File: src/design/lwdp_pkg.sv
// Shared constants, types and register codes for the linear weight density profile block.
// No dependencies; every other design file refers to this package by scoped names.
`default_nettype none

package lwdp_pkg;

  localparam int BINS_DEFAULT  = 64;
  localparam int FRAC_DEFAULT  = 16;
  localparam int FRAC_MAX      = 24;
  localparam int BIN_W         = 6;
  localparam int ACC_W         = 32;
  localparam int DENS_W        = 48;
  localparam int WEIGHT_W      = FRAC_MAX + 1;
  localparam int Q_DEPTH       = 4;
  localparam int Q_CNT_W       = 3;
  localparam int CFG_IDX_W     = 2;

  // Configuration register indexes.
  localparam logic [CFG_IDX_W-1:0] REG_GRID_OFFSET     = 2'd0;
  localparam logic [CFG_IDX_W-1:0] REG_INV_SPACING     = 2'd1;
  localparam logic [CFG_IDX_W-1:0] REG_DENSITY_SCALE   = 2'd2;

  localparam logic [30:0] GRID_OFFSET_RST   = 31'd4155679;
  localparam logic [31:0] INV_SPACING_RST   = 32'd32555;
  localparam logic [31:0] DENSITY_SCALE_RST = 32'd65536;

  typedef logic [WEIGHT_W-1:0]      weight_t;
  typedef logic [BIN_W-1:0]         bin_t;
  typedef logic [ACC_W-1:0]         acc_t;
  typedef logic signed [DENS_W-1:0] dens_t;
  typedef logic [Q_CNT_W:0]         qfill_t;

  localparam dens_t DENS_MAX = {1'b0, {(DENS_W-1){1'b1}}};
  localparam dens_t DENS_MIN = {1'b1, {(DENS_W-1){1'b0}}};

  // One deposit: a lower bin and the bin above it, each with its own enable and weight.
  typedef struct packed {
    logic    wr_lo;
    logic    wr_hi;
    bin_t    addr_lo;
    weight_t w_lo;
    weight_t w_hi;
    logic    frame_end;
  } cmd_t;

endpackage

`default_nettype wire

File: src/design/lwdp_cmdq.sv
// Short command queue between the front end and the accumulator back end.
// Depends on lwdp_pkg for the command type and the queue depth.
`default_nettype none

module lwdp_cmdq (
  input  wire logic                          clk,
  input  wire logic                          rst,
  input  wire logic                          wr,
  input  wire lwdp_pkg::cmd_t                wr_cmd,
  input  wire logic                          rd,
  output lwdp_pkg::cmd_t                     head,
  output logic                               q_empty,
  output logic [lwdp_pkg::Q_CNT_W-1:0]       count
);

  localparam int PW = $clog2(lwdp_pkg::Q_DEPTH);

  lwdp_pkg::cmd_t q_mem [lwdp_pkg::Q_DEPTH];
  logic [PW-1:0]  wptr;
  logic [PW-1:0]  rptr;
  logic           do_rd;

  assign q_empty = (count == '0);
  assign head    = q_mem[rptr];
  assign do_rd   = rd & ~q_empty;

  always_ff @(posedge clk) begin
    if (rst) begin
      wptr  <= '0;
      rptr  <= '0;
      count <= '0;
    end else begin
      if (wr) begin
        wptr <= (wptr == PW'(lwdp_pkg::Q_DEPTH - 1)) ? '0 : wptr + 1'b1;
      end
      if (do_rd) begin
        rptr <= (rptr == PW'(lwdp_pkg::Q_DEPTH - 1)) ? '0 : rptr + 1'b1;
      end
      count <= count + lwdp_pkg::Q_CNT_W'(wr) - lwdp_pkg::Q_CNT_W'(do_rd);
    end
  end

  always_ff @(posedge clk) begin
    if (wr) begin
      q_mem[wptr] <= wr_cmd;
    end
  end

endmodule

`default_nettype wire

File: config.mk
export PLATFORM = sky130hd
export DESIGN_NAME = lwdp_cmdq
export DESIGN_NICKNAME = d
export VERILOG_FILES = /design/src/design/lwdp_pkg.sv /design/src/design/lwdp_cmdq.sv
export SDC_FILE = /design/constraint.sdc
export NUM_CORES = 1
export LEC_CHECK = 0
export BUFFER_PORTS_ARGS = -buffer_cell sky130_fd_sc_hd__buf_4
export CAP_MARGIN = 20
export CORE_AREA = 2 2 164 166
export CTS_CLUSTER_SIZE = 20
export DETAILED_ROUTE_END_ITERATION = 12
export DIE_AREA = 0 0 166 168
export GPL_TIMING_DRIVEN = 0
export MAX_ROUTING_LAYER = met4
export PLACE_DENSITY = 0.5
export SYNTH_ARGS = -nofsm -noshare
export SYNTH_HDL_FRONTEND = slang
export SYNTH_SLANG_ARGS = --single-unit
File: constraint.sdc
create_clock -name clk -period 7.3 [get_ports clk]
set_input_delay 1.095 -clock clk [delete_from_list [all_inputs] [get_ports clk]]
set_output_delay 1.095 -clock clk [all_outputs]
set_load 0.01 [all_outputs]
## Word-level counts from Yosys, hierarchy flattened

Memories as Yosys holds them, arrays and structs flattened. A register that Yosys moved wholly into a read port is not among the register bits.
Index checks and enable logic that the tools add are counted.

| storage, ports and cells | value |
|---|---|
| register bits | 7 |
| word-level logic and storage cells | 19 |
| memories kept | 1 |
| input bits | 63 |
| output and inout port bits | 63 |
| RAM bits | 236 |

Memories:

| name | depth | width | rd ports | clocked after Yosys merged registers in | wr ports | line | text |
|---|---|---|---|---|---|---|---|
| q_mem | 4 | 59 | 1 | 1 | 1 | lwdp_cmdq.sv:18 | `lwdp_pkg::cmd_t q_mem [lwdp_pkg::Q_DEPTH];` |

| operators by class | value |
|---|---|
| equality and inequality tests | 2 |
| reduce and logical (&&, ||, !) cells | 1 |
| add/sub/neg operators | 4 |
| bitwise logic cells | 2 |
| mux-type cells | 6 |

Operator list:

| kind | number |
|---|---|
| $mux W2 | 4 |
| $add A2 B1 Y2 const B | 2 |
| $eq A2 B2 Y1 const B | 2 |
| $add A3 B1 Y3 | 1 |
| $logic_not A3 Y1 | 1 |
| $sub A3 B1 Y3 | 1 |
| $mux W1 | 2 |
| $and A1 B1 Y1 | 1 |
| $not A1 Y1 | 1 |

## Longest topological paths before layout

| logic depth | value |
|---|---|
| depth after elaboration | 5 |
| mapped depth | 8 |
| mapped depth without buffers | 8 |

## Least setup slack after synthesis

OpenSTA, ideal clock, no wires.

| timing | value |
|---|---|
| path type | in2reg |
| from | input port wr |
| to | memory q_mem[0][0] (netlist bit), enable pin |
| stages on the path | 1 |
| path buffers | 0 |
| required time | 6.877 ns |
| slack | 4.387 ns |
| setup time | 0.423 ns |
| data arrival time | 2.490 ns |
| cells stage by stage | and2_1 |

| between the ends | value |
|---|---|
| word-level cells in the longest chain between the ends | 2 |

Ends and longest elaborated chain:

| what | line | text |
|---|---|---|
| start: declaration | lwdp_cmdq.sv:8 | `input wire logic wr,` |
| $mux W1 | lwdp_cmdq.sv:44 | `if (wr) begin` |
| $mux W1 (not written as such) | lwdp_cmdq.sv:45 | `q_mem[wptr] <= wr_cmd;` |
| end: declaration | lwdp_cmdq.sv:18 |  |

Every way passes these cells.

==> reports/metrics.csv <==
metric;value;unit
Hold-fix buffers, CTS;0;
via total after detailed routing;4162;
flip-flop cell with the highest count after synthesis;sky130_fd_sc_hd__edfxtp_1;
CTS tree;done;
via count of the first global-routing pass;4555;
Post-layout nets;581;
top cell type's share of synthesized area;78.82;%
post-synthesis register bit count;245;
slowest CP cell;sky130_fd_sc_hd__clkbuf_1;
Max VDD drop;142.3;uV
number of distinct standard cells referenced by the synthesized netlist;22;
H-Tree Level Count;1;
post-CTS setup repair buffer count;0;
final core utilization;43.06;%
Worst Hold Depth;2;
First-pass DRT Iterations;6;
starting density of the core;34.12;%
Die Span Y;168;um
leading cell types by total area after synthesis;sky130_fd_sc_hd__edfxtp_1, sky130_fd_sc_hd__mux4_2, sky130_fd_sc_hd__dfxtp_1;
cell with the most instances after synthesis;sky130_fd_sc_hd__edfxtp_1;
share of post-route cells with drive strength above 1;45.64;%
top post-synthesis cells by count;sky130_fd_sc_hd__edfxtp_1, sky130_fd_sc_hd__mux4_2, sky130_fd_sc_hd__dfxtp_1, sky130_fd_sc_hd__ha_1;
critical path start-end classification;flip-flop to output port;
clock latency on the worst-skew pair;0.53;ns
num rows;60;
required time of the critical path;6.20;ns
run status;complete, no violations;
number of fill cells;2305;
die outline width;166;um
Final Max Tran Viols;0;
number of routed nets with antenna violations;0;
share of the yosys chip area belonging to registers;80.82;%
share of flip-flops with an asynchronous set or reset after synthesis;0;%
Detail Placement HPWL;10.41;mm
total routing resource utilization after global routing;12.80;%
Netlist Area Pre-Place;8991;sq um
WL per Instance;19.90;um
Hold Crit Class;flip-flop to flip-flop;
highest fanout seen on the critical path;10;
maximum clock skew at final layout;0.01108;ns
post-route DRC violation count;0;
placed cell count;822;
overflow left after global routing;0;
IO buf count;124;
total clock buffers created by CTS;27;
power per unit of standard cell area;326.0;nW/um^2
synthesized netlist cell count;353;
sum of routed wire length over all layers;17.31;mm
global-route wire length before repair;26.37;mm
number of placed I/O pins;126;
initial antenna violation count;1;
Tightest Pin Transition;0.7260;ns
maximum buffer depth of the clock tree;3;
Final Cycle Share;44.82;%
headroom to the max-slew limit;51.60;%
Core Region;26350;sq um
Post-CTS Resized;0;
maximum number of pins on one net before global-route repair;45;
Peak Freq;305.6;MHz
relative area change from synthesis to final layout;26.19;%
sinks on the clock net;245;
drt via density;4.784;
count of endpoints failing setup in the final report;0;
depth of the worst register-to-register path;8;
minimum period implied by the final worst setup slack;3.272;ns
DR iter-0 viols;294;
weighted congestion reported at the end of routability-driven placement;0.7057;
Worst setup EP type;output port;
number of enable flip-flop cells after synthesis;236;
max-capacitance violation count;0;
mean instance size in the synthesized netlist;25.47;sq um
number of nets in the synthesized netlist;424;
Yosys warning count;0;
sum of negative setup slack;0;ns
filler-free cell count of the finished design;870;
Reg clk slew, reported paths;0.06;ns
crit start category;flip-flop;
number of hold violations in the final report;0;
largest area contributor in the synthesized netlist;sky130_fd_sc_hd__edfxtp_1;
clock root buffer;sky130_fd_sc_hd__clkbuf_16;
CP arrival;2.18;ns
leakage dissipation;3.839;nW
CP cell instances;buf_2 > clkbuf_1 > mux4_2 > buf_4;
largest stage delay on the critical path;0.57;ns
RSZ-0062 raised after global routing;false;
Die ar.;27890;sq um
[sequential cells by signal (all words and copies together), names as in the netlist, named ones only]
name   cells
rptr       2
wptr       2
q_mem    236
count      3
[cells by family after synthesis]
logic type,share of synthesized area [%]
and+or+nand+nor,0.9602
muxes,15.13
xor gates and xnor gates,0.2505
buffers and inverters,1.489
DFF,80.82
AOI/OAI and AO/OA,0.1530
adders and majority gates,1.197
[routing by layer]
| layer | GRT usage (%) | share of wire, % | up-vias |
|---|---|---|---|
| li1 | - | - | 1817 |
| met2 | 21.05 | 50 | 122 |
| met5 | - | 0 | - |
| met1 | 16.08 | 42 | 2192 |
| met3 | 3.032 | 5.5 | 31 |
| met4 | 3.403 | 2.2 | 0 |
[path summary, 6_finish.rpt]
kind | end | slack (ns) | startpoint
worst max-delay path | head[36] | 4.03 | flip-flop
worst min-delay path | rptr[1] | 0.53 | rptr[1]
worst max register to register | count[2] | 5.25 | count[1]
worst min register to register | rptr[1] | 0.53 | rptr[1]
[power by group]
part / leakage (nW) / switching [W] / internal (W) / total [W]
sequential: 2.24 / 0.0000219 / 0.00161 / 0.00163
clock: 0.427 / 0.000515 / 0.000815 / 0.00133
combinational: 1.17 / 0.000329 / 0.000406 / 0.000735
[cell usage in the layout, fill, tap and decap left out, types with 3 or more instances in the layout]
| cell type | instances |
|---|---|
| sky130_fd_sc_hd__buf_16 | 4 |
| sky130_fd_sc_hd__edfxtp_1 | 236 |
| sky130_fd_sc_hd__nor2_1 | 3 |
| sky130_fd_sc_hd__clkinv_2 | 4 |
| sky130_fd_sc_hd__mux4_2 | 59 |
| sky130_fd_sc_hd__buf_4 | 128 |
| sky130_fd_sc_hd__dfxtp_1 | 9 |
| sky130_fd_sc_hd__clkinv_1 | 5 |
| sky130_fd_sc_hd__inv_1 | 5 |
| sky130_fd_sc_hd__clkbuf_16 | 27 |
| sky130_fd_sc_hd__and2_4 | 4 |
| sky130_fd_sc_hd__ha_1 | 7 |
| sky130_fd_sc_hd__buf_2 | 3 |
| sky130_fd_sc_hd__nand2b_1 | 3 |
| sky130_fd_sc_hd__bufinv_16 | 4 |
| sky130_fd_sc_hd__clkbuf_1 | 9 |
[through the flow]
| step | area (sq um) | setup WS [ns] | total power [W] | hold slack, ns |
|---|---|---|---|---|
| floorplan | 8991 | 4.387 | 0.002095 | 0.4682 |
| global route | 11350 | 3.889 | 0.003863 | 0.5648 |
| global placement | 10350 | 2.909 | 0.002405 | 0.4800 |
| CTS | 11340 | 3.936 | 0.003766 | 0.5346 |
| detailed placement | 10470 | 4.512 | 0.002423 | 0.5250 |
| finish | 11350 | 4.028 | 0.003699 | 0.5254 |
[critical path: cells and delay by family (launching register included)]
| family | cells | cell delay [ns] |
|---|---|---|
| buffers and inverters | 3 | 0.90 |
| flip-flops | 1 | 0.30 |
| multiplexers | 1 | 0.45 |
[final cells by class]
| class | instances | area, sq um | area share [%] |
|---|---|---|---|
| sequential | 245 | 7267 | 64.05 |
| multi-input combinational | 88 | 1600 | 14.10 |
| timing repair buffer | 128 | 1041 | 9.175 |
| clock buffer | 31 | 690.7 | 6.087 |
| tap | 341 | 426.7 | 3.760 |
| clock inverter | 16 | 183.9 | 1.621 |
| buffer | 15 | 115.1 | 1.015 |
| inverter | 5 | 18.77 | 0.1654 |
| antenna | 1 | 2.502 | 0.02206 |
(Power assumes the default switching activity.)
