File: src/design/lwdp_pkg.sv
// Shared constants, types and register codes for the linear weight density profile block.
// No dependencies; every other design file refers to this package by scoped names.
`default_nettype none

package lwdp_pkg;

  localparam int BINS_DEFAULT  = 64;
  localparam int FRAC_DEFAULT  = 16;
  localparam int FRAC_MAX      = 24;
  localparam int BIN_W         = 6;
  localparam int ACC_W         = 32;
  localparam int DENS_W        = 48;
  localparam int WEIGHT_W      = FRAC_MAX + 1;
  localparam int Q_DEPTH       = 4;
  localparam int Q_CNT_W       = 3;
  localparam int CFG_IDX_W     = 2;

  // Configuration register indexes.
  localparam logic [CFG_IDX_W-1:0] REG_GRID_OFFSET     = 2'd0;
  localparam logic [CFG_IDX_W-1:0] REG_INV_SPACING     = 2'd1;
  localparam logic [CFG_IDX_W-1:0] REG_DENSITY_SCALE   = 2'd2;

  localparam logic [30:0] GRID_OFFSET_RST   = 31'd4155679;
  localparam logic [31:0] INV_SPACING_RST   = 32'd32555;
  localparam logic [31:0] DENSITY_SCALE_RST = 32'd65536;

  typedef logic [WEIGHT_W-1:0]      weight_t;
  typedef logic [BIN_W-1:0]         bin_t;
  typedef logic [ACC_W-1:0]         acc_t;
  typedef logic signed [DENS_W-1:0] dens_t;
  typedef logic [Q_CNT_W:0]         qfill_t;

  localparam dens_t DENS_MAX = {1'b0, {(DENS_W-1){1'b1}}};
  localparam dens_t DENS_MIN = {1'b1, {(DENS_W-1){1'b0}}};

  // One deposit: a lower bin and the bin above it, each with its own enable and weight.
  typedef struct packed {
    logic    wr_lo;
    logic    wr_hi;
    bin_t    addr_lo;
    weight_t w_lo;
    weight_t w_hi;
    logic    frame_end;
  } cmd_t;

endpackage

`default_nettype wire

File: src/design/lwdp_front.sv
// Front end: takes particle positions, maps them onto the grid and classifies the deposit.
// Depends on lwdp_pkg; feeds lwdp_cmdq, whose fill level it uses for flow control.
`default_nettype none

module lwdp_front #(
  parameter int BINS          = lwdp_pkg::BINS_DEFAULT,
  parameter int FRACTION_BITS = lwdp_pkg::FRAC_DEFAULT
) (
  input  wire logic                      clk,
  input  wire logic                      rst,
  input  wire logic                      push,
  output logic                           full,
  input  wire logic signed [31:0]        z_position,
  input  wire logic                      frame_end,
  input  wire logic [30:0]               grid_offset,
  input  wire logic [31:0]               inverse_spacing,
  input  wire logic [lwdp_pkg::Q_CNT_W-1:0] q_count,
  output logic                           cmd_push,
  output lwdp_pkg::cmd_t                 cmd
);

  localparam int SH = 32 - FRACTION_BITS;

  logic               accept;
  logic signed [32:0] pos_sum;
  logic               a_valid;
  logic signed [32:0] a_pos;
  logic               a_fe;
  logic               b_valid;
  logic [63:0]        b_prod;
  logic               b_neg;
  logic               b_fe;
  lwdp_pkg::qfill_t   inflight;
  logic [31:0]        idx;
  logic [FRACTION_BITS-1:0] frac;
  logic [FRACTION_BITS:0]   one_minus;

  // Items in the two stages always reach the queue, so room is reserved for them here.
  assign inflight = lwdp_pkg::qfill_t'(q_count) + lwdp_pkg::qfill_t'(a_valid)
                    + lwdp_pkg::qfill_t'(b_valid);
  assign full     = inflight >= lwdp_pkg::qfill_t'(lwdp_pkg::Q_DEPTH);
  assign accept   = push & ~full;

  assign pos_sum = $signed({z_position[31], z_position}) + $signed({2'b00, grid_offset});

  always_ff @(posedge clk) begin
    if (rst) begin
      a_valid <= 1'b0;
      b_valid <= 1'b0;
    end else begin
      a_valid <= accept;
      b_valid <= a_valid;
    end
  end

  always_ff @(posedge clk) begin
    if (accept) begin
      a_pos <= pos_sum;
      a_fe  <= frame_end;
    end
    if (a_valid) begin
      b_prod <= a_pos[31:0] * inverse_spacing;
      b_neg  <= a_pos[32];
      b_fe   <= a_fe;
    end
  end

  assign idx       = b_prod[63:32];
  assign frac      = b_prod[31:SH];
  assign one_minus = {1'b1, {FRACTION_BITS{1'b0}}} - {1'b0, frac};

  // Index zero feeds only the upper bin; the next-to-last index feeds only itself.
  always_comb begin
    cmd.wr_lo     = ~b_neg && (idx != 32'd0) && (idx <= 32'(BINS - 2));
    cmd.wr_hi     = ~b_neg && (idx < 32'(BINS - 2));
    cmd.addr_lo   = idx[lwdp_pkg::BIN_W-1:0];
    cmd.w_lo      = lwdp_pkg::weight_t'(one_minus);
    cmd.w_hi      = lwdp_pkg::weight_t'(frac);
    cmd.frame_end = b_fe;
  end

  assign cmd_push = b_valid;

endmodule

`default_nettype wire

File: config.mk
export PLATFORM = sky130hd
export DESIGN_NAME = lwdp_front
export DESIGN_NICKNAME = d
export VERILOG_FILES = /design/src/design/lwdp_pkg.sv /design/src/design/lwdp_front.sv
export SDC_FILE = /design/constraint.sdc
export NUM_CORES = 2
export LEC_CHECK = 0
export BUFFER_PORTS_ARGS = -buffer_cell sky130_fd_sc_hd__buf_2
export CORE_ASPECT_RATIO = 0.5
export CORE_MARGIN = 3
export CORE_UTILIZATION = 50
export DETAILED_ROUTE_END_ITERATION = 16
export GPL_ROUTABILITY_DRIVEN = 0
export PLACE_DENSITY = 0.73
export SYNTH_ARGS = -nofsm -noshare
export SYNTH_HDL_FRONTEND = slang
export SYNTH_SLANG_ARGS = --single-unit
File: constraint.sdc
create_clock -name clk -period 9.8 [get_ports clk]
set_input_delay 0.98 -clock clk [delete_from_list [all_inputs] [get_ports clk]]
set_output_delay 0.98 -clock clk [all_outputs]
set_load 0.005 [all_outputs]
# Yosys cells after proc, flatten, opt, wreduce, memory -nomap -nowiden

Index checks and enable logic that the tools add are counted.

Flip-flop bits (word level): 102
Bits of input ports: 102
Output and inout bits: 61
Logic and storage cells: 22

Bitwise operators: 3
Multipliers: 1
$add $sub $neg: 4
Reduce and logical (&&, ||, !) cells: 4
$lt $le $gt $ge: 3

Operators with widths:

| cell                                                                          | count |
|---|---|
| 32-bit by 32-bit multiplier with 64-bit output                                | 1 |
| 32-bit by 32-bit adder with 33-bit output                                     | 1 |
| 32-bit by 6-bit <= comparator with 1-bit output, second input constant        | 1 |
| 32-bit by 6-bit less-than comparator with 1-bit output, second input constant | 1 |
| 32-bit nonzero test                                                           | 1 |
| 17-bit by 16-bit subtractor with 17-bit output, first input constant          | 1 |
| 3-bit by 1-bit adder with 4-bit output                                        | 1 |
| 4-bit by 1-bit adder with 4-bit output                                        | 1 |
| 4-bit by 3-bit >= comparator with 1-bit output, second input constant         | 1 |
| 1-bit logical AND                                                             | 3 |
| 1-bit NOT                                                                     | 2 |
| 1-bit bitwise AND                                                             | 1 |

# Depth between registers and ports, before layout

Word-level depth: 5
Mapped depth: 28
Depth with buffers taken out: 27

# Worst setup path before layout

No wires, ideal clock.

Path type: in2reg
From: input inverse_spacing[8]
To: register b_prod[57], data pin
Setup slack: 2.132 ns
Setup time: 0.264 ns
Arrival time: 7.404 ns
Buffers on the path: 1
Required time: 9.536 ns
Stages on the path: 23
Path through: clkbuf_1 > nand2_1 > fa_1 > inv_1 > fa_1 > inv_1 > fa_1 > inv_1 > fa_1 > fa_1 > fa_1 > fa_1 > fa_1 > ha_1 > a21oi_1 > o21ai_0 > a21oi_1 > o31ai_1 > a221oi_1 > a21bo_2 > a21boi_1 > o21ai_0 > o41a_1

Longest elaborated chain between the ends: 1

Ends and longest elaborated chain:

| what                                           | RTL line         | RTL |
|---|---|---|
| start: declaration                             | lwdp_front.sv:16 | `input wire logic [31:0] inverse_spacing,` |
| 32-bit by 32-bit multiplier with 64-bit output | lwdp_front.sv:62 | `b_prod <= a_pos[31:0] * inverse_spacing;` |
| end signal: assignment                         | lwdp_front.sv:62 |  |
| end: declaration                               | lwdp_front.sv:30 | `logic [63:0] b_prod;` |

Every way passes these cells.
A chain may end at the register's enable or synchronous reset.

# Final worst setup path

From: input inverse_spacing[10]
To: register b_prod[58], data pin

The elaborated chain is that of the path after synthesis.

==> summary.md <==
| Metric | Value |
|---|---|
| Library cell used as clock root buffer | sky130_fd_sc_hd__clkbuf_16 |
| #FFs+latches synth | 86 |
| Post-CTS repair timing setup buffer count | 0 |
| Worst Hold Class | flip-flop to flip-flop |
| Final setup violation count | 0 |
| Post-CTS Hold Fix Bufs | 0 |
| Clock insertion delay at the later pin of the skew report | around 400 ps |
| CP Capture Type | flip-flop |
| Vias in the first global route | 29.9k |
| Cell area after technology mapping | roughly 38000 µm² |
| Proportion of synthesized chip area in sequential cells | 6.79% |
| Final design instance area without fill | between 30000 and 40000 µm² |
| Pre-CTS setup slack | ~870 ps |
| Cell count after synthesis | roughly 4.0k |
| Core region area | approximately 74000 µm² |
| Area added between synthesis and finish | 4.33% |
| Number of levels in the clock H-tree | 3 |
| Pin count of the biggest net entering global routing | 52 |
| Source of the critical timing path | inverse_spacing[10] |
| Cell type with the highest aggregate area in the netlist | sky130_fd_sc_hd__fa_1 |
| Synth Area per Inst | 9.33 µm² |
| Warning count from the yosys run | 0 |
| Top-Level Pins | 163 |
| Detailed-route via count | 27.4k |
| Router iterations before antenna repair | 7 |
| Number of antenna violations at the first check in global routing | 4 |
| Hold wc startpoint | a_pos[32] |
| Number of distinct library cells after synthesis | slightly below 70 |
| Final Hold Viols | 0 |
| Worst endpoint data arrival time | slightly below 9000 ps |
| Summed negative setup slack over all endpoints | 0 ps |
| DIE AREA | about 79000 µm² |
| Remaining global-route overflow | 0 |
| Violation count after the first detailed-routing iteration | 2043 |
| Ratio of cells with drive above 1 in the final layout | roughly 5.6% |
| Final clock skew | 8.52 ps |
| Count of nets after finishing | approximately 5.3k |
| CTS tree | done |
| Clock sinks | 86 |
| Req. time, crit path | between 9000 and 10000 ps |
| Critical R2R Launch | a_pos[12] |
| Cell chain of the critical path | buf_2 -> nand2_1 -> fa_1 -> inv_1 -> fa_1 -> inv_1 -> fa_1 -> inv_1 -> fa_1 -> fa_1 -> fa_1 -> fa_1 -> fa_1 -> ha_1 -> a21oi_1 -> o21ai_0 -> a21oi_1 -> o31ai_1 -> a221oi_1 -> a21boi_2 -> o211ai_2 -> a311oi_1 -> xnor2_1 |
| Top area cells in the synthesized netlist | sky130_fd_sc_hd__fa_1 48%, sky130_fd_sc_hd__and2_1 9.8%, sky130_fd_sc_hd__ha_1 9.7%, sky130_fd_sc_hd__inv_1 8.9%, sky130_fd_sc_hd__edfxtp_1 6.7% |
| Top_reg_cell synth | sky130_fd_sc_hd__edfxtp_1 |
| Worst-path cell with the longest stage delay | sky130_fd_sc_hd__buf_2 |
| Width of the die | roughly 390 µm |
| Number of pins with negative max-slew slack in the final report | 0 |
| Share of the synthesized area in the top cell type | a little under half |
| Post-route setup slack | 1110 ps |
| Element type at the critical path start | primary input |
| Post-placement cell area | between 30000 and 40000 µm² |
| Critical path peak fanout | 32 |
| Commonest cells after routing, fill and taps aside | 899 x sky130_fd_sc_hd__inv_1, 896 x sky130_fd_sc_hd__fa_1, 589 x sky130_fd_sc_hd__and2_1 |
| Commonest non-fill, non-tap cell in the layout | sky130_fd_sc_hd__inv_1 |
| Pin slew with the least headroom to its limit | roughly 960 ps |
| Initial cell density of the core | ~51% |
| Run status | complete, no violations |
| Minimum clock period after layout | 8690 ps |
| Worst path max stage delay | 650 ps |
| Count of flip-flops with a built-in enable after synthesis | 84 |
| Die span in y | 200 µm |
| Family with the most delay on the worst path | adder cells |
| Routed Antenna Nets | 0 |
| Number of buffer cells added on primary ports | between 100 and 150 |
| Number of rows created at floorplan | 70 |
| CTS clk-pin slew, worst paths | roughly 70 ps |
| Worst path most repeated cell | sky130_fd_sc_hd__fa_1 |
| Slew headroom | 35.7% |
| Post-detail-place hpwl | approximately 80000 µm |
| Number of gates resized after CTS | 0 |
| Number of maximum-capacitance violations | 0 |
| Fill cell total of the finished layout | approximately 6.6k |
| Worst Path Class, Setup | primary input to flip-flop |
| Max Freq | between 100 and 150 MHz |
| Routed WL per cell | approximately 20 µm |
| CTS Buffer Depth | 2 |
| Number of CTS-inserted buffers | 9 |
| Final critical-path share of the clock period | 88.6% |
| Global Route Usage Sum | about a quarter |
| Share of synthesized flip-flops with an asynchronous set or reset | 0% |
| Buffers plus inverters on the worst setup path | 4 |
| Post-route worst hold slack | between 400 and 500 ps |
| Wire length of the first global-routing pass | between 150000 and 200000 µm |
| DRC errors left | 0 |
| Unrepaired setup endpoints after global routing | no |
| Via-to-Cell Ratio | approximately 5.5 |
| Post-detailed-routing wire length | roughly 100000 µm |
[flip-flops by register name (all words and copies together) (netlist names)]
register / cells
cmd_push: 1
a_fe: 1
b_fe: 1
b_neg: 1
a_valid: 1
b_prod: 48
a_pos: 33
[metal layers]
metal / up-vias / GRT usage (%) / part of all wire (%)
met5: - / 0 / 0.052
met2: 1172 / 43.9 / 49
met3: 302 / 4.61 / 7.9
li1: 11900 / - / -
met1: 14100 / 31.9 / 37
met4: 6 / 12.4 / 5.5
[metrics by stage]
stage / instances / utilization [%]
2_1_floorplan: 4060 / -
3_3_place_gp: 5007 / 52.8
3_5_place_dp: 5007 / 52.8
4_1_cts: 5023 / 53.3
5_1_grt: 5024 / 53.3
6_report: 5024 / 53.3
[kinds of logic (layout without fill, tap and decap cells)]
group,after synthesis,after routing,share of synthesized area (%)
fa+ha+maj,1189,1189,57.3
buf+inv,1147,1102,11.8
simple gates,1256,1256,17.2
other cells,1,18,0.00994
xor+xnor,90,90,2.09
flops,86,86,6.79
compound gates,275,275,4.79
[cell type report]
type                       instances  area (µm²)  share of cell area, %
multi-input combinational       2827       30800                   78.2
inverter                         899        3370                   8.58
sequential                        86        2560                   6.52
tap                             1008        1260                   3.21
timing repair buffer             187        1040                   2.65
clock buffer                       9         225                  0.572
clock inverter                     7         125                  0.318
antenna                            1        2.50                0.00636
[worst paths after layout]
path,cells after the start,end,slack [ps]
worst max register to register,23,b_prod[58],1190
worst max-delay path,23,b_prod[58],1110
worst min register to register,0,b_neg,420
worst min-delay path,0,b_neg,420
[synthesized netlist by cell type (all sizes together), types with 5 or more instances]
master,number
a211o,5
a211oi,10
a21boi,6
a21o,39
a21oi,89
a31oi,12
and2,591
and3,15
buf,42
clkbuf,206
edfxtp,84
fa,896
ha,293
inv,899
nand2,495
nand2b,7
nand3,22
nand4,22
nor2,44
nor2b,11
nor3,15
nor4,12
o211ai,9
o21a,12
o21ai,44
o21bai,14
or3,7
xnor2,66
xor2,24
[worst register-to-register path, cell delays in order (launching register included)]
cell and delay [ps]:
sky130_fd_sc_hd__edfxtp_1 860, sky130_fd_sc_hd__buf_4 390, sky130_fd_sc_hd__nand2_1 130, sky130_fd_sc_hd__fa_1 530, sky130_fd_sc_hd__inv_1 50, sky130_fd_sc_hd__fa_1 480, sky130_fd_sc_hd__inv_1 60, sky130_fd_sc_hd__fa_1 540
sky130_fd_sc_hd__inv_1 60, sky130_fd_sc_hd__fa_1 490, sky130_fd_sc_hd__fa_1 570, sky130_fd_sc_hd__fa_1 430, sky130_fd_sc_hd__fa_1 500, sky130_fd_sc_hd__fa_1 410, sky130_fd_sc_hd__ha_1 390, sky130_fd_sc_hd__a21oi_1 250
sky130_fd_sc_hd__o21ai_0 140, sky130_fd_sc_hd__a21oi_1 340, sky130_fd_sc_hd__o31ai_1 180, sky130_fd_sc_hd__a221oi_1 500, sky130_fd_sc_hd__a21boi_2 340, sky130_fd_sc_hd__o211ai_2 210, sky130_fd_sc_hd__a311oi_1 400, sky130_fd_sc_hd__xnor2_1 100
Power is not shown: default switching activity piles up to over one toggle a cycle in this logic, so the estimate is an artifact.
